File: config.mk
export PLATFORM = sky130hd
export DESIGN_NAME = hpw_ram
export DESIGN_NICKNAME = d
export VERILOG_FILES = /design/src/rtl/core/hpw_ram.sv
export SDC_FILE = /design/constraint.sdc
export NUM_CORES = 2
export LEC_CHECK = 0
export BUFFER_PORTS_ARGS = -buffer_cell sky130_fd_sc_hd__buf_2
export CORE_MARGIN = 1.5
export CORE_UTILIZATION = 35
export DETAILED_ROUTE_END_ITERATION = 6
export REMOVE_ABC_BUFFERS = 1
export SYNTH_ARGS = -nofsm -noshare
export SYNTH_HDL_FRONTEND = slang
export SYNTH_SLANG_ARGS = --single-unit
File: constraint.sdc
create_clock -name clk_i -period 17.7 [get_ports clk_i]
set_clock_uncertainty 0.2 [all_clocks]
set_input_delay 3.54 -clock clk_i [delete_from_list [all_inputs] [get_ports clk_i]]
set_output_delay 3.54 -clock clk_i [all_outputs]
set_load 0.01 [all_outputs]
File: src/rtl/core/hpw_ram.sv
// ----------------------------------------------------------------------------
// hpw_ram
// Single-port synchronous RAM, one write or read per cycle, registered read.
// ----------------------------------------------------------------------------
module hpw_ram #(
  parameter int Width = 32,
  parameter int Depth = 128
) (
  input  logic                     clk_i,
  input  logic                     we_i,
  input  logic [$clog2(Depth)-1:0] addr_i,
  input  logic [Width-1:0]         wdata_i,
  output logic [Width-1:0]         rdata_o
);

  logic [Width-1:0] mem [Depth];

  always_ff @(posedge clk_i) begin
    if (we_i) begin
      mem[addr_i] <= wdata_i;
    end
    rdata_o <= mem[addr_i];
  end

endmodule

==> run_results.csv <==
group,metric,value,unit
status,status,"finished, violations left",
status,violations,"design-rule violations, max-capacitance violations, max-slew violations",
placed_design,place_area,166000,µm²
worst_setup_path,critPathKind,"input pin to register",
cts,cts_num_sinks,4128,
sta,worst_slack,8.73,ns
drt,drc,4,
yosys,synthDistinctLibCells,76,
worst_setup_path,crit_required,18.34,ns
sta,fmaxAchievable,0.111,GHz
drt,ant_nets,0,
cts,cts.repair.resized,0,
floorplan,dieArea,453000,µm²
cts,cts_hold_buf,0,
worst_setup_path,path_max_fanout,43,
cts,cts-root-buf,"clkbuf_16",
drt,vias,97500,
drt,vias_per_cell,6.30,
sta,max_slew.worst_pin.slew,1.54,ns
placed_design,dp_slack,8.09,ns
layout,layout.nets,9151,
sta,setup-tns-final,0,ns
run,maxCapViolations,5,
drt,wl,573000,µm
sta,final-setup-viol-count,0,
floorplan,fp.dieW,673,µm
floorplan,initial_core_util,35.2,%
global_routing,grt_pass1_wl,776000,µm
sta,hold_violations,0,
yosys,synth_cells,8954,
power_and_ir_drop,cellLeakagePower,0.0546,µW
floorplan,core_area,446000,µm²
placed_design,gp_congestion,0.932,
cts,cts_buffer_depth,4,
cts,numCtsBuffers,411,
placed_design,io_buffers,72,
worst_setup_path,worst-path-buf-inv,6,
cts,clk_pin_slew,0.06,ns
hold_path,hold_class,"register to register",
worst_setup_path,cp_top_family,"buffers and inverters",
global_routing,grt_start_max_net_pins,115,
power_and_ir_drop,power_per_cell_area,115,nW/µm²
global_routing,grt_use_total,24.5,%
cts,cts_setup_buffers,0,
drt,wire_per_inst,37.0,µm
floorplan,dieHeight,673,µm
cts,clock_latency,1.02,ns
yosys,synth_edf_count,4096,
sta,finalCritPeriodShare,50.7,%
cts,cts_tree,"done",
floorplan,rows,245,
yosys,synth_seq_area_share,78.6,%
yosys,synthArstFlopShare,0,%
yosys,synthesis.area,157000,µm²
yosys,ys_ff_latch,4128,
worst_setup_path,cp.arrival,9.61,ns
worst_setup_path,critPathLaunchType,"input pin",
worst_setup_path,crit_path_top_delay_cell,"o2111ai_1",
global_routing,gr-total-overflow,0,
sta,maxSlewHeadroom,-2.44,%
sta,slew_violations,47,
sta,rsz0062_at_grt,"false",
worst_setup_path,cpPeakStageDelay,0.99,ns
layout,final_cell_area,180000,µm²
yosys,yosys_warnings,0,
worst_setup_path,crit_top_cell,"buf_4",
cts,htree_num_levels,5,
floorplan,ios,73,
worst_setup_path,path_cells,"buf_8 > buf_4 > buf_4 > nor2b_4 > buf_4 > buf_4 > buf_4 > a221oi_1 > o22ai_1 > a221oi_1 > o2111ai_1 > or4_1",
placed_design,dpl.hpwl,334000,µm
power_and_ir_drop,vdd_drop_max,0.0000843,V
global_routing,first_global_vias,91500,
worst_setup_path,endpoint_kind,"register",
layout,synthToLayoutAreaGrowth,14.3,%
drt,drt-initial-drc-count,16800,
layout,drive_gt1_share,17.2,%
global_routing,antenna_found_initial,73,
sta,min_period,8.97,ns
yosys,synth_area_per_cell,17.6,µm²
yosys,synth-main-ff-cell,"edfxtp_1",
drt,drt_pre_antenna_iters,7,
[state kept, by name (all words and copies together) (netlist names)]
register / flops
rdata_o: 32
mem: 4096
[routing by layer]
layer | vias to the layer above | share of wire (%) | global-route usage, %
met5 | - | 0.046 | 0
met4 | 40 | 6.5 | 13.7
met3 | 1415 | 14 | 7.18
met2 | 7604 | 44 | 36.2
met1 | 50400 | 36 | 32.3
li1 | 38000 | - | -
[area by class of cell]
cell class                 instances  area [µm²]
sequential                      4128      124000
clock buffer                     516       10900
fill                           39800      267000
inverter                           7        50.0
timing repair buffer             470        3720
multi-input combinational       4092       31700
tap                             5928        7420
clock inverter                   245        2070
antenna                           92         230
[tightest hold or removal path, delay by kind of cell (launching register included)]
family	cells	cell delay (ns)
and+or+nand+nor	1	0.13
AOI/OAI and AO/OA	3	0.27
DFF	1	0.32
[path summary, 6_finish.rpt]
| kind | startpoint | endpoint | slack [ns] | depth (start not counted) |
|---|---|---|---|---|
| setup / recovery | addr_i[0] | rdata_o[20] | 8.73 | 12 |
| hold / removal | mem[73][8] | rdata_o[8] | 0.56 | 4 |
| setup reg to reg | mem[102][15] | rdata_o[15] | 13.65 | 7 |
| hold reg to reg | mem[73][8] | rdata_o[8] | 0.56 | 4 |
[synthesized netlist by cell type, types with 64 or more instances]
| master | n | area share (%) |
|---|---|---|
| o22ai_1 | 170 | 0.68 |
| mux4_2 | 70 | 1.0 |
| clkbuf_1 | 324 | 0.77 |
| nand2_1 | 241 | 0.58 |
| a221oi_1 | 847 | 4.7 |
| a21oi_1 | 425 | 1.4 |
| mux2i_1 | 127 | 0.81 |
| nor2b_1 | 108 | 0.43 |
| buf_2 | 239 | 0.76 |
| a22oi_1 | 468 | 2.2 |
| o21ai_0 | 324 | 1.0 |
| edfxtp_1 | 4096 | 78 |
| mux2_2 | 277 | 2.0 |
| nor2_1 | 290 | 0.69 |
| a221o_1 | 64 | 0.41 |
| buf_1 | 135 | 0.32 |
[placed cells by master (no fill, tap or decap), types with 49 or more instances in the layout]
cell type and count:
edfxtp_1 4096, a221oi_1 847, a22oi_1 468, a21oi_1 422, clkbuf_16 417, buf_4 408
o21ai_0 313, mux2_2 277, nand2_1 229, o22ai_1 170, nor2_1 157, nor2_4 131
mux2i_1 127, nor2b_1 101, clkinv_1 95, diode_2 92, clkinv_2 89, clkbuf_1 86
mux4_2 70, a221o_1 64, o221ai_1 49
[cells by family after synthesis]
logic type	count (synthesis)	synth area share, %
flip-flops	4128	78.6
multiplexers	476	3.81
AND/OR/NAND/NOR	885	2.73
AO/OA/AOI/OAI	2731	12.8
buffers and inverters	734	2.02
[metrics by stage]
| step | total power [µW] | util [%] | hold slack [ns] | instances |
|---|---|---|---|---|
| 2_1_floorplan | 11500 | - | 0.351 | 8227 |
| 3_3_place_gp | 12300 | 37.3 | 0.518 | 14600 |
| 3_5_place_dp | 12300 | 37.3 | 0.537 | 14600 |
| 4_1_cts | 20600 | 40.2 | 0.547 | 15400 |
| 5_1_grt | 21000 | 40.3 | 0.609 | 15500 |
| 6_report | 20700 | 40.3 | 0.558 | 15500 |
[report_power, final]
group          internal, µW  total (µW)  switching (µW)  leakage [µW]
Combinational           297        1280             983        0.0111
Clock                  4760        8530            3760       0.00639
Sequential            10800       10900            59.9        0.0371
Total                 15900       20700            4810        0.0546
No activity file was read; power rests on OpenSTA's default activity.
