### config.mk
export PLATFORM = sky130hd
export DESIGN_NAME = hpw_search
export DESIGN_NICKNAME = d
export VERILOG_FILES = /design/src/rtl/core/hpw_pkg.sv /design/src/rtl/core/hpw_search.sv
export SDC_FILE = /design/constraint.sdc
export NUM_CORES = 1
export LEC_CHECK = 0
export BUFFER_PORTS_ARGS = -buffer_cell sky130_fd_sc_hd__buf_2
export CAP_MARGIN = 20
export CORE_MARGIN = 1.5
export CORE_UTILIZATION = 55
export DETAILED_ROUTE_END_ITERATION = 8
export MAX_ROUTING_LAYER = met4
export PLACE_DENSITY = 0.73
export REMOVE_ABC_BUFFERS = 1
export SYNTH_ARGS = -nofsm -noshare
export SYNTH_HDL_FRONTEND = slang
export SYNTH_SLANG_ARGS = --single-unit
export TNS_END_PERCENT = 1
### constraint.sdc
create_clock -name clk_i -period 15 [get_ports clk_i]
set_input_delay 0.75 -clock clk_i [delete_from_list [all_inputs] [get_ports clk_i]]
set_output_delay 0.75 -clock clk_i [all_outputs]
set_load 0.01 [all_outputs]
### src/rtl/core/hpw_pkg.sv
// ----------------------------------------------------------------------------
// hpw_pkg
// Shared constants, types and helpers for the hierarchical page walker.
// ----------------------------------------------------------------------------
package hpw_pkg;

  localparam int OFFSET_BITS     = 3;
  localparam int PHYS_ADDR_WIDTH = 7;
  localparam int VIRT_ADDR_WIDTH = 12;
  localparam int TABLE_LEVELS    = 3;
  localparam int WORD_WIDTH      = 32;
  localparam int VA_IN_WIDTH     = 16;

  localparam int FRAME_BITS  = PHYS_ADDR_WIDTH - OFFSET_BITS;
  localparam int PAGE_BITS   = VIRT_ADDR_WIDTH - OFFSET_BITS;
  localparam int PAGE_WORDS  = 1 << OFFSET_BITS;
  localparam int FRAME_COUNT = 1 << FRAME_BITS;
  localparam int PAGE_COUNT  = 1 << PAGE_BITS;
  localparam int PHYS_WORDS  = 1 << PHYS_ADDR_WIDTH;
  localparam int VIRT_WORDS  = 1 << VIRT_ADDR_WIDTH;
  localparam int LVL_BITS    = (TABLE_LEVELS > 1) ? $clog2(TABLE_LEVELS) : 1;

  typedef logic [FRAME_BITS-1:0]      frame_t;
  typedef logic [PAGE_BITS-1:0]       page_t;
  typedef logic [OFFSET_BITS-1:0]     idx_t;
  typedef logic [PHYS_ADDR_WIDTH-1:0] paddr_t;
  typedef logic [VIRT_ADDR_WIDTH-1:0] vaddr_t;
  typedef logic [WORD_WIDTH-1:0]      word_t;
  typedef logic [LVL_BITS-1:0]        lvl_t;
  typedef logic [PAGE_BITS:0]         dist_t;

  // Outcome of a tree search
  typedef struct packed {
    frame_t empty_frame;
    frame_t max_frame;
    frame_t ev_frame;
    page_t  ev_page;
    paddr_t parent;
  } pick_t;

  // Search launch from the walker
  typedef struct packed {
    logic   start;
    frame_t base;
    page_t  target;
  } srch_req_t;

  // Memory write/read commands
  typedef struct packed {
    logic   we;
    paddr_t addr;
    word_t  wdata;
  } pm_cmd_t;

  typedef struct packed {
    logic   we;
    vaddr_t addr;
    word_t  wdata;
  } bs_cmd_t;

  // Cyclic distance between two page numbers
  function automatic dist_t cyc_dist(page_t a, page_t b);
    page_t d;
    dist_t w;
    d = (a > b) ? page_t'(a - b) : page_t'(b - a);
    w = dist_t'(PAGE_COUNT) - {1'b0, d};
    return (w < {1'b0, d}) ? w : {1'b0, d};
  endfunction

  // Table index of a page number at a given walk level
  function automatic idx_t level_index(page_t page, lvl_t lvl);
    page_t sh;
    sh = page >> (OFFSET_BITS * (TABLE_LEVELS - 1 - int'(lvl)));
    return sh[OFFSET_BITS-1:0];
  endfunction

endpackage

### src/rtl/core/hpw_search.sv
// ----------------------------------------------------------------------------
// hpw_search
// Depth-first search of the table tree: finds an empty table, the highest
// frame in use and the mapped page farthest from the target page.
// ----------------------------------------------------------------------------
module hpw_search import hpw_pkg::*; (
  input  logic      clk_i,
  input  logic      rst_ni,
  input  srch_req_t req_i,
  input  word_t     rdata_i,
  output paddr_t    rd_addr_o,
  output logic      busy_o,
  output logic      done_o,
  output pick_t     pick_o
);

  localparam logic [2:0] S_IDLE = 3'd0;
  localparam logic [2:0] S_READ = 3'd1;
  localparam logic [2:0] S_EVAL = 3'd2;
  localparam logic [2:0] S_FIN  = 3'd3;
  localparam logic [2:0] S_DONE = 3'd4;

  typedef struct packed {
    frame_t best_frame;
    page_t  best_page;
    paddr_t best_parent;
    frame_t top;
  } acc_t;

  logic [2:0] state_q, state_d;
  lvl_t       dp_q, dp_d;
  frame_t     base_q, base_d;
  page_t      target_q, target_d;
  pick_t      pick_q, pick_d;

  // search stack, one row per tree level
  frame_t root_q [TABLE_LEVELS];
  frame_t root_d [TABLE_LEVELS];
  idx_t   idx_q  [TABLE_LEVELS];
  idx_t   idx_d  [TABLE_LEVELS];
  logic   empty_q [TABLE_LEVELS];
  logic   empty_d [TABLE_LEVELS];
  acc_t   acc_q  [TABLE_LEVELS];
  acc_t   acc_d  [TABLE_LEVELS];
  paddr_t par_q  [TABLE_LEVELS];
  paddr_t par_d  [TABLE_LEVELS];
  page_t  vpg_q  [TABLE_LEVELS];
  page_t  vpg_d  [TABLE_LEVELS];

  lvl_t   up_lvl, dn_lvl;
  paddr_t slot;
  page_t  cvpage;
  frame_t child;
  pick_t  leaf, fin;

  // fold one child's outcome into a level's running best
  function automatic acc_t merge(acc_t a, pick_t c, frame_t ch, page_t tgt);
    acc_t r;
    r = a;
    if (c.ev_frame != '0 &&
        (a.best_frame == '0 || cyc_dist(tgt, a.best_page) < cyc_dist(tgt, c.ev_page))) begin
      r.best_frame  = c.ev_frame;
      r.best_page   = c.ev_page;
      r.best_parent = c.parent;
    end
    if (c.max_frame > r.top) begin
      r.top = c.max_frame;
    end
    if (ch > r.top) begin
      r.top = ch;
    end
    return r;
  endfunction

  assign up_lvl    = dp_q - 1'b1;
  assign dn_lvl    = dp_q + 1'b1;
  assign slot      = {root_q[dp_q], idx_q[dp_q]};
  assign cvpage    = page_t'({vpg_q[dp_q], idx_q[dp_q]});
  assign child     = rdata_i[FRAME_BITS-1:0];
  assign rd_addr_o = slot;
  assign busy_o    = (state_q != S_IDLE);
  assign done_o    = (state_q == S_DONE);
  assign pick_o    = pick_q;

  // leaf outcome and finished-level outcome
  always_comb begin
    leaf             = '0;
    leaf.ev_frame    = child;
    leaf.ev_page     = cvpage;
    leaf.parent      = slot;
    fin              = '0;
    if (empty_q[dp_q] && root_q[dp_q] != base_q) begin
      fin.empty_frame = root_q[dp_q];
      fin.parent      = par_q[dp_q];
    end else begin
      fin.max_frame = acc_q[dp_q].top;
      fin.ev_frame  = acc_q[dp_q].best_frame;
      fin.ev_page   = acc_q[dp_q].best_page;
      fin.parent    = acc_q[dp_q].best_parent;
    end
  end

  // traversal control
  always_comb begin
    state_d  = state_q;
    dp_d     = dp_q;
    base_d   = base_q;
    target_d = target_q;
    pick_d   = pick_q;
    root_d   = root_q;
    idx_d    = idx_q;
    empty_d  = empty_q;
    acc_d    = acc_q;
    par_d    = par_q;
    vpg_d    = vpg_q;
    case (state_q)
      S_IDLE: begin
        if (req_i.start) begin
          base_d     = req_i.base;
          target_d   = req_i.target;
          dp_d       = '0;
          root_d[0]  = '0;
          idx_d[0]   = '0;
          empty_d[0] = 1'b1;
          acc_d[0]   = '0;
          par_d[0]   = '0;
          vpg_d[0]   = '0;
          state_d    = S_READ;
        end
      end
      S_READ: begin
        state_d = S_EVAL;
      end
      S_EVAL: begin
        if (rdata_i != '0 && dp_q != lvl_t'(TABLE_LEVELS - 1)) begin
          // descend into the child table
          empty_d[dp_q]         = 1'b0;
          dp_d                  = dn_lvl;
          root_d[dn_lvl]        = child;
          idx_d[dn_lvl]         = '0;
          empty_d[dn_lvl]       = 1'b1;
          acc_d[dn_lvl]         = '0;
          acc_d[dn_lvl].best_parent = slot;
          par_d[dn_lvl]         = slot;
          vpg_d[dn_lvl]         = cvpage;
          state_d               = S_READ;
        end else begin
          if (rdata_i != '0) begin
            empty_d[dp_q] = 1'b0;
            acc_d[dp_q]   = merge(acc_q[dp_q], leaf, child, target_q);
          end
          if (idx_q[dp_q] == '1) begin
            state_d = S_FIN;
          end else begin
            idx_d[dp_q] = idx_q[dp_q] + 1'b1;
            state_d     = S_READ;
          end
        end
      end
      S_FIN: begin
        if (dp_q == '0 || fin.empty_frame != '0) begin
          pick_d  = fin;
          state_d = S_DONE;
        end else begin
          acc_d[up_lvl] = merge(acc_q[up_lvl], fin, root_q[dp_q], target_q);
          dp_d          = up_lvl;
          if (idx_q[up_lvl] == '1) begin
            state_d = S_FIN;
          end else begin
            idx_d[up_lvl] = idx_q[up_lvl] + 1'b1;
            state_d       = S_READ;
          end
        end
      end
      S_DONE: begin
        state_d = S_IDLE;
      end
      default: begin
        state_d = S_IDLE;
      end
    endcase
  end

  always_ff @(posedge clk_i or negedge rst_ni) begin
    if (!rst_ni) begin
      state_q <= S_IDLE;
    end else begin
      state_q <= state_d;
    end
  end

  always_ff @(posedge clk_i) begin
    dp_q     <= dp_d;
    base_q   <= base_d;
    target_q <= target_d;
    pick_q   <= pick_d;
    root_q   <= root_d;
    idx_q    <= idx_d;
    empty_q  <= empty_d;
    acc_q    <= acc_d;
    par_q    <= par_d;
    vpg_q    <= vpg_d;
  end

endmodule

==> reports/results.ini <==
[detailed_routing]
routedWlPerCell_um = 22.2
drt_wl_total_um = 43900
route.vias.total = 13100
ant_nets = 0
dr.first_iter.drc_count = 1447
drc = 0
viasPerCell = 6.64
firstDrtPassIters = 8

[synthesis]
synth_top_family_by_area = compound AO/OA/AOI/OAI gates
synth_compound_area_share_pct = 20.3
yosys.area_share.simple_pct = 14.6
syn-cell-area_mm2 = 0.0149
synth_ff_type = edfxtp_1
synth-xor-area-share_pct = 2.16
synth_seq_cells = 175
yosys_warnings = 0
avgSynthCellArea_um2 = 9.44
synth_edf_count = 172
yosysSeqAreaShare_pct = 35.2
synthMuxAreaShare_pct = 10.7
synth_adder_area_share_pct = 12.2
syn_inst = 1574
ys_types = 88
async_reset_ff_share_pct = 1.71

[setup_path]
path_max_fanout = 32
start_kind = flop
arrival_ns = 9.84
required_ns = 15.13
critPathLaunch = dp_q[0]$_SDFFCE_PN0P_
crit_slowest_cell = buf_4
path_buf_inv = 7
critPathCaptureType = flop
worst_path_largest_cell_delay_ns = 0.56
path_class = flop to flop
path_delay_family = compound AO/OA/AOI/OAI gates
r2r-start = dp_q[0]$_SDFFCE_PN0P_

[clock_network]
clock_sinks = 175
cts_resized = 0
cts_setup_buffers = 0
hold_buffers = 0
cts_max_path_buffers = 2
cts_root_buf = clkbuf_16
insertion_delay_ns = 0.44
tritoncts = done
path_clk_slew_ns = 0.08
htreeDepth = 4
cts_buffers = 17

[cells_and_area]
antenna_cells = 0
nNetsFinal = 1816
area_growth_pct = 9.69
design_area_mm2 = 0.0163
drive_gt1_share_pct = 13.2

[placement]
dp_hpwl_um = 30700
gp_congestion = 0.982
portBuffers = 84
placed_area_mm2 = 0.0156

[timing]
setup_tns_ns = 0
relSlewSlack_pct = 23.6
finalSetupViolCount = 0
clock_skew_ns = 0.0202
layout_min_cycle_time_ns = 9.71
rsz0062_at_grt = false
slew_violations = 0
fmax_ghz = 0.103
period_share_pct = 64.7
final-hold-violation-count = 0
tightestPinTransition_ns = 1.14

[outcome]
status = finished clean

[global_routing]
antenna_found_initial = 0
overflow = 0
grt_pass1_vias = 12700
grt_usage_pct = 31.9
grt_max_degree = 48
grt_pass1_wl_um = 68400

[min_path]
min_path_type = input pin to asynchronous set/reset pin

[floorplanning]
io_pins = 85
die-area_mm2 = 0.0280
coreArea_mm2 = 0.0263
core.rowCount = 59
die_h_um = 167
die_w_um = 167
start_util_pct = 56.6

[job]
drv_cap = 0

[pwr]
power_density_mw_per_mm2 = 89.2
leakage_nw = 6.98
irDropWorstVdd_v = 0.0000693

## logic make-up after synthesis
family,after synthesis
AND/OR/NAND/NOR,451
AO/OA/AOI/OAI,437
buffers and inverters,180
flip-flops,175
multiplexers,154
adder cells (fa/ha/maj),140
XOR/XNOR,35
other,2
## routing by layer
layer	track usage [%]	vias up	wire [µm]
li1	-	5974	-
met1	39.5	6220	17800
met2	52.2	786	20600
met3	4.66	139	3820
met4	13.9	0	1720
met5	-	-	0
## cells in the mapped netlist (all sizes together), types with 14 or more instances
cell type	n	share of area, %
nor2b	23	0.97
o21ai	118	4.1
nor4	15	0.73
o21a	19	0.96
o221ai	67	3.9
nor2	90	2.3
inv	98	2.5
nand3	22	0.77
xnor2	17	1.1
xor2	18	1.1
a21o	39	2.0
nand2b	27	1.1
nand2	193	4.9
mux2	25	1.9
ha	132	11
edfxtp	172	35
a221oi	15	0.88
buf	32	1.1
mux2i	129	8.7
and3	14	0.59
a21oi	81	2.8
clkbuf	50	1.3
## where the power goes
group / internal (mW) / switching, mW / leakage [nW]
sequential: 0.555 / 0.00587 / 1.66
clock: 0.244 / 0.237 / 0.304
combinational: 0.159 / 0.254 / 5.02
total: 0.958 / 0.497 / 6.98
## through the flow
| step | std cells | setup WS [ns] | util, % | hold slack (ns) | power (mW) |
|---|---|---|---|---|---|
| detailed placement | 1942 | 5.50 | 59.5 | 0.507 | 0.975 |
| finish | 1976 | 5.29 | 62.0 | 0.0814 | 1.46 |
| global placement | 1941 | 5.67 | 59.5 | 0.498 | 0.965 |
| global route | 1976 | 4.77 | 62.0 | 0.0746 | 1.51 |
| floorplan | 1494 | 2.90 | - | 0.454 | 0.864 |
| CTS | 1974 | 5.40 | 61.9 | 0.0812 | 1.45 |
## worst reg2reg max path, delay by kind of cell, from the launching register on
family | cells | cell delay (ns)
AOI/OAI and AO/OA | 14 | 2.92
buffers and inverters | 7 | 2.29
adders and majority gates | 5 | 1.59
muxes | 3 | 1.14
and+or+nand+nor | 6 | 1.11
DFF | 1 | 0.36
## cell usage in the layout, fill, tap and decap left out, drive strengths merged, types with 14 or more instances in the layout
cell	count
a21oi	81
nand3	22
mux2i	129
edfxtp	172
xnor2	17
xor2	18
a221oi	15
nand2b	27
nor2b	23
inv	104
ha	132
buf	115
nor2	90
o21a	19
and3	14
clkbuf	17
nand2	193
o221ai	67
nor4	15
mux2	25
a21o	39
o21ai	118
## layout make-up
| cell class | count | area, µm² |
|---|---|---|
| inverter | 98 | 368 |
| sequential | 175 | 5240 |
| clock inverter | 15 | 211 |
| clock buffer | 17 | 425 |
| multi-input combinational | 1221 | 8970 |
| tap | 335 | 419 |
| fill | 2170 | 9970 |
| timing repair buffer | 115 | 671 |
## registers in the layout, indices dropped and copies added, names as in the netlist, named ones only
signal and count:
par_q 21, base_q 4, target_q 9, dp_q 2, root_q 12, idx_q 9
empty_q 2, acc_q 58, pick_o 28, vpg_q 12, state_q 3
## worst paths after layout
check	endpoint	slack (ns)	depth (start not counted)
setup / recovery	acc_q[18]$_DFFE_PP_	5.29	35
hold / removal	state_q[1]$_DFFE_PN0N_	0.08	1
setup reg to reg	acc_q[18]$_DFFE_PP_	5.29	35
hold reg to reg	state_q[1]$_DFFE_PN0N_	0.51	1
max in group asynchronous	state_q[0]$_DFFE_PN0N_	14.82	1
min in group clk_i	base_q[2]$_DFFE_PP_	0.48	1
Power figures use the tool's default switching activity.
