<file path="src/rtl/core/hpw_pkg.sv">
// ----------------------------------------------------------------------------
// hpw_pkg
// Shared constants, types and helpers for the hierarchical page walker.
// ----------------------------------------------------------------------------
package hpw_pkg;

  localparam int OFFSET_BITS     = 3;
  localparam int PHYS_ADDR_WIDTH = 7;
  localparam int VIRT_ADDR_WIDTH = 12;
  localparam int TABLE_LEVELS    = 3;
  localparam int WORD_WIDTH      = 32;
  localparam int VA_IN_WIDTH     = 16;

  localparam int FRAME_BITS  = PHYS_ADDR_WIDTH - OFFSET_BITS;
  localparam int PAGE_BITS   = VIRT_ADDR_WIDTH - OFFSET_BITS;
  localparam int PAGE_WORDS  = 1 << OFFSET_BITS;
  localparam int FRAME_COUNT = 1 << FRAME_BITS;
  localparam int PAGE_COUNT  = 1 << PAGE_BITS;
  localparam int PHYS_WORDS  = 1 << PHYS_ADDR_WIDTH;
  localparam int VIRT_WORDS  = 1 << VIRT_ADDR_WIDTH;
  localparam int LVL_BITS    = (TABLE_LEVELS > 1) ? $clog2(TABLE_LEVELS) : 1;

  typedef logic [FRAME_BITS-1:0]      frame_t;
  typedef logic [PAGE_BITS-1:0]       page_t;
  typedef logic [OFFSET_BITS-1:0]     idx_t;
  typedef logic [PHYS_ADDR_WIDTH-1:0] paddr_t;
  typedef logic [VIRT_ADDR_WIDTH-1:0] vaddr_t;
  typedef logic [WORD_WIDTH-1:0]      word_t;
  typedef logic [LVL_BITS-1:0]        lvl_t;
  typedef logic [PAGE_BITS:0]         dist_t;

  // Outcome of a tree search
  typedef struct packed {
    frame_t empty_frame;
    frame_t max_frame;
    frame_t ev_frame;
    page_t  ev_page;
    paddr_t parent;
  } pick_t;

  // Search launch from the walker
  typedef struct packed {
    logic   start;
    frame_t base;
    page_t  target;
  } srch_req_t;

  // Memory write/read commands
  typedef struct packed {
    logic   we;
    paddr_t addr;
    word_t  wdata;
  } pm_cmd_t;

  typedef struct packed {
    logic   we;
    vaddr_t addr;
    word_t  wdata;
  } bs_cmd_t;

  // Cyclic distance between two page numbers
  function automatic dist_t cyc_dist(page_t a, page_t b);
    page_t d;
    dist_t w;
    d = (a > b) ? page_t'(a - b) : page_t'(b - a);
    w = dist_t'(PAGE_COUNT) - {1'b0, d};
    return (w < {1'b0, d}) ? w : {1'b0, d};
  endfunction

  // Table index of a page number at a given walk level
  function automatic idx_t level_index(page_t page, lvl_t lvl);
    page_t sh;
    sh = page >> (OFFSET_BITS * (TABLE_LEVELS - 1 - int'(lvl)));
    return sh[OFFSET_BITS-1:0];
  endfunction

endpackage

</file>
<file path="src/rtl/core/hpw_walker.sv">
// ----------------------------------------------------------------------------
// hpw_walker
// Request sequencer: memory clear, table walk, fault service (unlink, page
// write-back, link, table clear or page load) and the final word access.
// ----------------------------------------------------------------------------
module hpw_walker import hpw_pkg::*; (
  input  logic               clk_i,
  input  logic               rst_ni,
  input  logic               in_valid_i,
  output logic               in_ready_o,
  input  logic               mode_i,
  input  logic [VA_IN_WIDTH-1:0] virtual_address_i,
  input  word_t              write_data_i,
  output logic               out_valid_o,
  input  logic               out_ready_i,
  output logic               status_o,
  output word_t              read_data_o,
  input  word_t              pm_rdata_i,
  input  word_t              bs_rdata_i,
  output pm_cmd_t            pm_cmd_o,
  output bs_cmd_t            bs_cmd_o,
  output srch_req_t          srch_req_o,
  input  logic               srch_done_i,
  input  pick_t              srch_pick_i
);

  localparam logic [3:0] W_CLR   = 4'd0;
  localparam logic [3:0] W_IDLE  = 4'd1;
  localparam logic [3:0] W_WREAD = 4'd2;
  localparam logic [3:0] W_WCHK  = 4'd3;
  localparam logic [3:0] W_SRCH  = 4'd4;
  localparam logic [3:0] W_UNLNK = 4'd5;
  localparam logic [3:0] W_CPRD  = 4'd6;
  localparam logic [3:0] W_CPWR  = 4'd7;
  localparam logic [3:0] W_LINK  = 4'd8;
  localparam logic [3:0] W_ZERO  = 4'd9;
  localparam logic [3:0] W_FLRD  = 4'd10;
  localparam logic [3:0] W_FLWR  = 4'd11;
  localparam logic [3:0] W_AREQ  = 4'd12;
  localparam logic [3:0] W_ADAT  = 4'd13;
  localparam logic [3:0] W_DONE  = 4'd14;

  logic [3:0] state_q, state_d;
  vaddr_t     clr_q, clr_d;
  logic       mode_q, mode_d;
  vaddr_t     va_q, va_d;
  word_t      wdata_q, wdata_d;
  lvl_t       lvl_q, lvl_d;
  frame_t     cur_q, cur_d;
  paddr_t     slot_q, slot_d;
  frame_t     f_q, f_d;
  logic       evict_q, evict_d;
  idx_t       j_q, j_d;
  pick_t      pick_q, pick_d;
  logic       res_status_q, res_status_d;
  word_t      res_data_q, res_data_d;
  logic       out_valid_q, out_valid_d;
  logic       out_status_q, out_status_d;
  word_t      out_data_q, out_data_d;

  page_t page;
  logic  last_lvl;

  assign page        = va_q[VIRT_ADDR_WIDTH-1:OFFSET_BITS];
  assign last_lvl    = (lvl_q == lvl_t'(TABLE_LEVELS - 1));
  assign in_ready_o  = (state_q == W_IDLE);
  assign out_valid_o = out_valid_q;
  assign status_o    = out_status_q;
  assign read_data_o = out_data_q;

  always_comb begin
    state_d      = state_q;
    clr_d        = clr_q;
    mode_d       = mode_q;
    va_d         = va_q;
    wdata_d      = wdata_q;
    lvl_d        = lvl_q;
    cur_d        = cur_q;
    slot_d       = slot_q;
    f_d          = f_q;
    evict_d      = evict_q;
    j_d          = j_q;
    pick_d       = pick_q;
    res_status_d = res_status_q;
    res_data_d   = res_data_q;
    out_valid_d  = out_valid_q;
    out_status_d = out_status_q;
    out_data_d   = out_data_q;
    pm_cmd_o     = '0;
    bs_cmd_o     = '0;
    srch_req_o        = '0;
    srch_req_o.base   = cur_q;
    srch_req_o.target = page;

    // output register drains independently
    if (out_valid_q && out_ready_i) begin
      out_valid_d = 1'b0;
    end

    case (state_q)
      W_CLR: begin
        // zero the backing store and frame memory after reset
        pm_cmd_o.we   = 1'b1;
        pm_cmd_o.addr = clr_q[PHYS_ADDR_WIDTH-1:0];
        bs_cmd_o.we   = 1'b1;
        bs_cmd_o.addr = clr_q;
        if (clr_q == '1) begin
          state_d = W_IDLE;
        end else begin
          clr_d = clr_q + 1'b1;
        end
      end
      W_IDLE: begin
        if (in_valid_i) begin
          mode_d  = mode_i;
          va_d    = virtual_address_i[VIRT_ADDR_WIDTH-1:0];
          wdata_d = write_data_i;
          lvl_d   = '0;
          cur_d   = '0;
          if (|virtual_address_i[VA_IN_WIDTH-1:VIRT_ADDR_WIDTH]) begin
            res_status_d = 1'b1;
            res_data_d   = '0;
            state_d      = W_DONE;
          end else begin
            res_status_d = 1'b0;
            state_d      = W_WREAD;
          end
        end
      end
      W_WREAD: begin
        pm_cmd_o.addr = {cur_q, level_index(page, lvl_q)};
        slot_d        = {cur_q, level_index(page, lvl_q)};
        state_d       = W_WCHK;
      end
      W_WCHK: begin
        if (pm_rdata_i != '0) begin
          cur_d = pm_rdata_i[FRAME_BITS-1:0];
          if (last_lvl) begin
            state_d = W_AREQ;
          end else begin
            lvl_d   = lvl_q + 1'b1;
            state_d = W_WREAD;
          end
        end else begin
          srch_req_o.start = 1'b1;
          state_d          = W_SRCH;
        end
      end
      W_SRCH: begin
        if (srch_done_i) begin
          pick_d = srch_pick_i;
          j_d    = '0;
          if (srch_pick_i.empty_frame != '0) begin
            f_d     = srch_pick_i.empty_frame;
            evict_d = 1'b0;
            state_d = W_UNLNK;
          end else if (srch_pick_i.max_frame != frame_t'(FRAME_COUNT - 1)) begin
            f_d     = srch_pick_i.max_frame + 1'b1;
            state_d = W_LINK;
          end else begin
            f_d     = srch_pick_i.ev_frame;
            evict_d = 1'b1;
            state_d = W_UNLNK;
          end
        end
      end
      W_UNLNK: begin
        pm_cmd_o.we   = 1'b1;
        pm_cmd_o.addr = pick_q.parent;
        state_d       = evict_q ? W_CPRD : W_LINK;
      end
      // write the victim page back to the store
      W_CPRD: begin
        pm_cmd_o.addr = {f_q, j_q};
        state_d       = W_CPWR;
      end
      W_CPWR: begin
        bs_cmd_o.we    = 1'b1;
        bs_cmd_o.addr  = {pick_q.ev_page, j_q};
        bs_cmd_o.wdata = pm_rdata_i;
        if (j_q == '1) begin
          j_d     = '0;
          state_d = W_LINK;
        end else begin
          j_d     = j_q + 1'b1;
          state_d = W_CPRD;
        end
      end
      W_LINK: begin
        pm_cmd_o.we    = 1'b1;
        pm_cmd_o.addr  = slot_q;
        pm_cmd_o.wdata = word_t'(f_q);
        j_d            = '0;
        state_d        = last_lvl ? W_FLRD : W_ZERO;
      end
      // clear a new table frame
      W_ZERO: begin
        pm_cmd_o.we   = 1'b1;
        pm_cmd_o.addr = {f_q, j_q};
        if (j_q == '1) begin
          cur_d   = f_q;
          lvl_d   = lvl_q + 1'b1;
          state_d = W_WREAD;
        end else begin
          j_d = j_q + 1'b1;
        end
      end
      // load a new data frame from the store
      W_FLRD: begin
        bs_cmd_o.addr = {page, j_q};
        state_d       = W_FLWR;
      end
      W_FLWR: begin
        pm_cmd_o.we    = 1'b1;
        pm_cmd_o.addr  = {f_q, j_q};
        pm_cmd_o.wdata = bs_rdata_i;
        if (j_q == '1) begin
          cur_d   = f_q;
          state_d = W_AREQ;
        end else begin
          j_d     = j_q + 1'b1;
          state_d = W_FLRD;
        end
      end
      W_AREQ: begin
        pm_cmd_o.addr = {cur_q, va_q[OFFSET_BITS-1:0]};
        if (mode_q) begin
          pm_cmd_o.we    = 1'b1;
          pm_cmd_o.wdata = wdata_q;
          res_data_d     = '0;
          state_d        = W_DONE;
        end else begin
          state_d = W_ADAT;
        end
      end
      W_ADAT: begin
        res_data_d = pm_rdata_i;
        state_d    = W_DONE;
      end
      W_DONE: begin
        if (!out_valid_q || out_ready_i) begin
          out_valid_d  = 1'b1;
          out_status_d = res_status_q;
          out_data_d   = res_data_q;
          state_d      = W_IDLE;
        end
      end
      default: begin
        state_d = W_IDLE;
      end
    endcase
  end

  always_ff @(posedge clk_i or negedge rst_ni) begin
    if (!rst_ni) begin
      state_q     <= W_CLR;
      clr_q       <= '0;
      out_valid_q <= 1'b0;
    end else begin
      state_q     <= state_d;
      clr_q       <= clr_d;
      out_valid_q <= out_valid_d;
    end
  end

  always_ff @(posedge clk_i) begin
    mode_q       <= mode_d;
    va_q         <= va_d;
    wdata_q      <= wdata_d;
    lvl_q        <= lvl_d;
    cur_q        <= cur_d;
    slot_q       <= slot_d;
    f_q          <= f_d;
    evict_q      <= evict_d;
    j_q          <= j_d;
    pick_q       <= pick_d;
    res_status_q <= res_status_d;
    res_data_q   <= res_data_d;
    out_status_q <= out_status_d;
    out_data_q   <= out_data_d;
  end

endmodule

</file>
<file path="config.mk">
export PLATFORM = sky130hd
export DESIGN_NAME = hpw_walker
export DESIGN_NICKNAME = d
export VERILOG_FILES = /design/src/rtl/core/hpw_pkg.sv /design/src/rtl/core/hpw_walker.sv
export SDC_FILE = /design/constraint.sdc
export NUM_CORES = 1
export LEC_CHECK = 0
export BUFFER_PORTS_ARGS = -buffer_cell sky130_fd_sc_hd__buf_2
export CAP_MARGIN = 20
export CORE_MARGIN = 2
export CORE_UTILIZATION = 45
export DETAILED_ROUTE_END_ITERATION = 8
export PLACE_DENSITY = 0.74
export SETUP_SLACK_MARGIN = 0.5
export SLEW_MARGIN = 20
export SYNTH_ARGS = -nofsm -noshare
export SYNTH_HDL_FRONTEND = slang
export SYNTH_SLANG_ARGS = --single-unit
</file>
<file path="constraint.sdc">
create_clock -name clk_i -period 8.65 [get_ports clk_i]
set_input_delay 1.2975 -clock clk_i [delete_from_list [all_inputs] [get_ports clk_i]]
set_output_delay 1.2975 -clock clk_i [all_outputs]
set_load 0.03 [all_outputs]
</file>
==> results of run 1 <==
metal layers:
metal,GRT usage [%],share of wire (%)
met5,0,0
met3,6.820,10
met1,28.82,40
met4,9.020,2.4
met2,36.50,47
placed cells by master (no fill, tap or decap), drive strengths merged, types with 2 or more instances in the layout:
cell and count:
inv 22, and3 4, nor2 28, and4 2, mux2i 4, nand3 10, nand4 8, a31oi 4
a22oi 9, nor4 11, bufinv 4, edfxtp 148, and2 68, clkinv 5, clkbuf 18, dfrtp 17
clkinvlp 2, o22ai 6, a32oi 2, a21oi 17, nand2 35, a22o 32, xor2 2, o21ai 15
xnor2 6, buf 288, a221o 4, ha 7, a222oi 14, o21a 2, a21o 4, nor2b 6
nor3 13, mux4 2, nand2b 7, mux2 3
worst max-delay path: cells and delay by family (launching register included):
kind	cells	cell delay, ns
AND/OR/NAND/NOR	1	0.41
flip-flops	1	0.96
buffers and inverters	1	0.18
AO/OA/AOI/OAI	3	1.00
cell type report:
| class | count | area share, % |
|---|---|---|
| Clock buffer | 18 | 4.466 |
| Clock inverter | 14 | 2.096 |
| Inverter | 19 | 0.7422 |
| Multi-Input combinational cell | 341 | 23.97 |
| Sequential cell | 165 | 50.68 |
| Tap cell | 216 | 2.812 |
| Timing Repair Buffer | 288 | 15.23 |
worst paths after layout:
| path | startpoint | end | cells after the start |
|---|---|---|---|
| setup reg to reg | state_q[0] | va_q[1] | 4 |
| min in group asynchronous | rst_ni | clr_q[11] | 1 |
| max in group asynchronous | rst_ni | clr_q[5] | 1 |
| setup / recovery | state_q[0] | pm_cmd_o[34] | 5 |
| hold / removal | res_data_q[14] | read_data_o[14] | 0 |
| hold reg to reg | res_data_q[14] | read_data_o[14] | 0 |
logic make-up (layout without fill, tap and decap cells):
kind of cell | after synthesis | after routing | synth area share (%)
AND/OR/NAND/NOR | 197 | 197 | 14.63
flip-flops | 165 | 165 | 65.54
XOR/XNOR | 8 | 8 | 0.9431
AO/OA/AOI/OAI | 120 | 120 | 12.34
multiplexers | 9 | 9 | 1.600
buffers and inverters | 59 | 339 | 3.755
adder cells (fa/ha/maj) | 7 | 7 | 1.179
report_power, final:
group / internal, mW / switching, mW / total, mW
combinational: 0.284 / 0.601 / 0.885
clock: 0.488 / 0.314 / 0.802
sequential: 1.07 / 0.111 / 1.18
total: 1.85 / 1.03 / 2.87
sequential cells by signal, indices dropped and copies added, names as in the netlist, 2 cells and up:
signal and cells:
j_q 3, cur_q 4, clr_q 12, state_q 4, lvl_q 2, res_data_q 32
slot_q 7, pick_q 16, va_q 12, read_data_o 32, wdata_q 32, f_q 4
==> summary.txt, run 1 <==
Outcome
  – Status: completed

Timing
  – Fin. max-slew vios: 0
  – Headroom to the max-slew limit: 31.50%
  – Fmax achieved: 0.2338 GHz
  – Final Cycle Share: 49.44%
  – Hold Slack: 0.4169 ns
  – RSZ-0062 raised after global routing: no
  – Final worst slack: 4.374 ns
  – Setup TNS after final layout: 0 ns
  – Final min period: 4.276 ns
  – Final Hold Vio Count: 0
  – Worst Tran Pin Value: 1.020 ns
  – Setup Skew: 0.009044 ns
  – Final setup viols: 0

Yosys
  – Ys async rst share: 10.30%
  – Flops & latches, synth: 165
  – Most frequent cells after synthesis: edfxtp_1, and2_1, nand2_1
  – EDFF count, synth: 148
  – Synth warn: 0
  – Post-synthesis sequential area ratio: 65.54%
  – Synth area leader: edfxtp_1
  – Syn_area_per_cell: 13.15 um2
  – Library cells used by synthesis: 57
  – Post-Syn Area: 0.007430 mm2
  – Share of the synthesized area in the top cell type: 59.82%
  – Synthesized Nets: 718
  – Synth area leaders: edfxtp_1, and2_1, dfrtp_1
  – Count leader, synth: edfxtp_1
  – Cells after Synth: 565
  – Post-synth top flop: edfxtp_1

Worst setup path
  – Worst R2R Setup Slack: 5.81 ns
  – Max incr delay on CP: 0.96 ns
  – Setup CP Type: register to primary output
  – Critical Path RT: 7.35 ns
  – CP Cell Sequence: nand2b_1 > o21ai_1 > a222oi_1 > a21bo_2 > buf_2
  – CP max stage cell: dfrtp_1
  – Setup crit end kind: primary output
  – WP data arrival: 2.98 ns
  – Worst setup SP type: register
  – CP Max Fanout: 28

Finish
  – Layout cells sized above 1: 39.53%
  – Cell area after layout: 0.009609 mm2
  – Multi-input gate area: 0.002303 mm2
  – Finished Core Util: 60.06%
  – # fillers: 1,324
  – Layout Cells excl Fill: 1,061
  – Layout area overhead: 29.34%
  – Diode count: 0
  – Storage cell area: 0.004870 mm2
  – NumNets Final: 985

Place
  – GP Congestion: 0.8913
  – Port Buffers: 279
  – DP Area: 0.008979 mm2
  – Hpwl dp: 14,710 um
  – Place WS: 4.522 ns
  – Dpl cells: 1,029

Floorplanning
  – Die Height: 132.5 um
  – Initial core utilization: 46.43%
  – Core Box Area: 0.01600 mm2
  – Die ar.: 0.01755 mm2
  – Num ports: 280
  – Die X: 132.5 um
  – Row count: 46

Pwr
  – VDD IR-drop max: 0.0001647 V
  – P_leak: 4.125 nW
  – Pwr/cell area: 298.9 mW/mm2
  – Total power: 2.872 mW

Detailed routing
  – DR vias/cell: 5.427
  – Avg WL per Cell: 18.72 um
  – Detailed Route WL: 19,860 um
  – Drt drc: 0
  – Via count: 5,758
  – Drt pass-1 iters: 7
  – Iter 0 DRT Violations: 437
  – Antenna-violating nets left: 0

Worst hold path
  – Worst Hold Class: register to register

Global route
  – Largest net degree at the start of global routing: 45
  – Aggregate global-route resource usage: 22.65%
  – Antenna violations before repair: 0
  – Global-route wire length before repair: 30,280 um
  – Vias in the first global route: 5,554
  – Gr ovfl total: 0

Clocking
  – Worst-skew pair later-pin latency: 0.42 ns
  – Post-CTS Resized: 0
  – H-tree levels: 4
  – CTS Buf Count: 17
  – Clk root buf: clkbuf_16
  – Post-CTS setup-driven buffer insertion count: 0
  – Clock buffer depth: 2
  – Clk slew on worst S/H paths: 0.06 ns
  – Clk sinks: 165
  – # hold bufs at CTS: 0
  – TritonCTS clock tree: yes

Job
  – Number of max-cap violations: 0
(Power assumes the default switching activity.)
==> inputs of run 2 (changes only) <==
Settings changed: PLACE_DENSITY 0.74 to 0.77.
Clock period 8.65 ns to 3.7 ns, I/O delays scaled along.
==> run 2 against run 1 <==
Non-clock buffer count rose by 8. Core utilization rose by 0.26 points. Clock power rose by 120%. Register-to-register slack got worse by 4.4 ns. Critical endpoint unchanged. Largest cell class unchanged. Largest power group unchanged.
==> summary.txt, run 2 (synthesis gave the netlist of run 1 again) <==
Pwr
  – P_leak: 4.160 nW (was 4.125 nW)
  – Pwr/cell area: 691.4 mW/mm2 (was 298.9 mW/mm2)
  – VDD IR-drop max: 0.0003611 V (was 0.0001647 V)

Detailed routing
  – Detailed Route WL: 19,870 um (was 19,860 um)
  – Drt drc: 0 (unchanged)
  – Avg WL per Cell: 18.58 um (was 18.72 um)
  – Iter 0 DRT Violations: 456 (was 437)
  – Drt pass-1 iters: 7 (unchanged)
  – Via count: 5,765 (was 5,758)
  – DR vias/cell: 5.393 (was 5.427)
  – Antenna-violating nets left: 0 (unchanged)

Timing
  – Hold Slack: 0.08052 ns (was 0.4169 ns)
  – Setup Skew: 0.007523 ns (was 0.009044 ns)
  – Final Cycle Share: 81.76%
  – Worst Tran Pin Value: 0.7563 ns (was 1.020 ns)
  – Fin. max-slew vios: 0 (unchanged)
  – Final Hold Vio Count: 0 (unchanged)
  – RSZ-0062 raised after global routing: no (unchanged)
  – Final worst slack: 0.6750 ns (was 4.374 ns)
  – Fmax achieved: 0.3306 GHz
  – Final min period: 3.025 ns
  – Final setup viols: 0 (unchanged)
  – Headroom to the max-slew limit: 49.39% (was 31.50%)
  – Setup TNS after final layout: 0 ns (unchanged)

Floorplanning
  – Die X: 132.5 um (unchanged)
  – Num ports: 280 (unchanged)
  – Core Box Area: 0.01600 mm2 (unchanged)
  – Initial core utilization: 46.43% (unchanged)
  – Row count: 46 (unchanged)
  – Die Height: 132.5 um (unchanged)
  – Die ar.: 0.01755 mm2 (unchanged)

Place
  – Place WS: 0.8564 ns (was 4.522 ns)
  – Dpl cells: 1,036 (was 1,029)
  – Port Buffers: 279 (unchanged)
  – DP Area: 0.009035 mm2 (was 0.008979 mm2)
  – GP Congestion: 0.9212 (was 0.8913)
  – Hpwl dp: 14,790 um (was 14,710 um)

Finish
  – Commonest non-fill, non-tap cells in the layout: buf_2, edfxtp_1, and2_1 (unchanged)
  – Layout area overhead: 29.89% (was 29.34%)
  – Cell area after layout: 0.009651 mm2 (was 0.009609 mm2)
  – Most common cell after layout, fill and taps aside: buf_2 (unchanged)
  – Diode count: 0 (unchanged)
  – Multi-input gate area: 0.002321 mm2 (was 0.002303 mm2)
  – Storage cell area: 0.004871 mm2 (was 0.004870 mm2)
  – NumNets Final: 993 (was 985)
  – Layout cells sized above 1: 40.56% (was 39.53%)
  – Layout Cells excl Fill: 1,069 (was 1,061)
  – # fillers: 1,303 (was 1,324)

Worst setup path
  – CP max stage cell: mux4_2 (was dfrtp_1)
  – Setup CP Type: register to primary output (unchanged)
  – Worst r2r path cells: 6 (was 4)
  – Worst setup startpoint: lvl_q[0] (was state_q[0])
  – CP Max Fanout: 6 (was 28)
  – Reg2reg start: state_q[2] (was state_q[0])
  – Setup crit end kind: primary output (unchanged)
  – R2r endpoint: res_data_q[24] (was va_q[1])
  – WP data arrival: 2.47 ns (was 2.98 ns)
  – CP Cell Sequence: inv_1 > ha_1 > mux4_2 > and2_1 > a21bo_2 > buf_2 (was nand2b_1 > o21ai_1 > a222oi_1 > a21bo_2 > buf_2)
  – Worst R2R Setup Slack: 1.41 ns (was 5.81 ns)
  – Max incr delay on CP: 0.53 ns (was 0.96 ns)
  – Worst setup SP type: register (unchanged)
  – Critical Path RT: 3.14 ns (was 7.35 ns)

Global route
  – Gr ovfl total: 0 (unchanged)
  – Aggregate global-route resource usage: 22.39% (was 22.65%)
  – Vias in the first global route: 5,427 (was 5,554)
  – Antenna violations before repair: 1 (was 0)
  – Global-route wire length before repair: 29,940 um (was 30,280 um)
  – Largest net degree at the start of global routing: 45 (unchanged)

Clocking
  – Worst-skew pair later-pin latency: 0.42 ns (about the same)
  – TritonCTS clock tree: yes (unchanged)
  – H-tree levels: 4 (unchanged)
  – Clk root buf: clkbuf_16 (unchanged)
  – CTS Buf Count: 17 (unchanged)
  – Clock buffer depth: 2 (unchanged)
  – Clk slew on worst S/H paths: 0.07 ns (was 0.06 ns)
  – Clk sinks: 165 (unchanged)

Worst hold path
  – Worst Hold Class: input pin to async pin (was register to register)

Job
  – Number of max-cap violations: 0 (unchanged)

Outcome
  – Status: completed (unchanged)
==> run 2: changes by cell type in the layout (fill, tap and decap cells not counted), sizes merged <==
cell / previous run / this run
buf: 288 / 296
inv: 22 / 25
bufinv: 4 / 2
clkbuf: 18 / 17
clkinv: 5 / 6
clkinvlp: 2 / 1
==> run 2: stage by stage <==
step	power (mW)	util [%]
floorplan	4.204	-
global placement	4.868	56.47
detailed placement	4.890	56.47
CTS	6.672	60.20
global route	6.973	60.31
finish	6.672	60.31
==> run 2: timing repair <==
action	in CTS	in global routing
pin swaps	0	0
gates resized for setup	1	3
buffers inserted	0	1
hold buffers	0	0
setup endpoints to repair	5	36
==> run 2: layer usage <==
metal	GRT usage, %	vias up	routed length (um)
met2	35.95	344	9447
met3	5.670	25	1938
met5	0	-	13
met4	8.124	2	346
met1	29.65	2700	8121
li1	-	2694	-
==> run 2: worst max-delay path by stage <==
stage                   endpoint  slack [ns]  depth (start not counted)
CTS                 pm_cmd_o[34]        0.53                          6
global placement    pm_cmd_o[36]        0.93                          5
global route        pm_cmd_o[34]        0.55                          6
finish              pm_cmd_o[34]        0.68                          6
detailed placement  pm_cmd_o[36]        0.86                          5
floorplan                 mode_q        0.61                          4
==> run 2: cell type report <==
cell class	instances	share of cell area [%]
timing repair buffer	296	15.79
multi-input combinational	341	24.05
tap	216	2.800
clock buffer	17	4.408
clock inverter	15	1.737
inverter	19	0.7390
sequential	165	50.47
==> run 2: worst max-delay path, delay by kind of cell (launching register included) <==
| family | cells | cell delay [ns] |
|---|---|---|
| muxes | 1 | 0.53 |
| DFF | 1 | 0.43 |
| adders and majority gates | 1 | 0.43 |
| buffers and inverters | 2 | 0.25 |
| AOI/OAI and AO/OA | 1 | 0.22 |
| and+or+nand+nor | 1 | 0.19 |
==> run 2: report_power, final <==
| group | switching, mW | internal [mW] | total [mW] |
|---|---|---|---|
| combinational | 1.46 | 0.693 | 2.15 |
| clock | 0.764 | 1.01 | 1.78 |
| sequential | 0.231 | 2.51 | 2.74 |
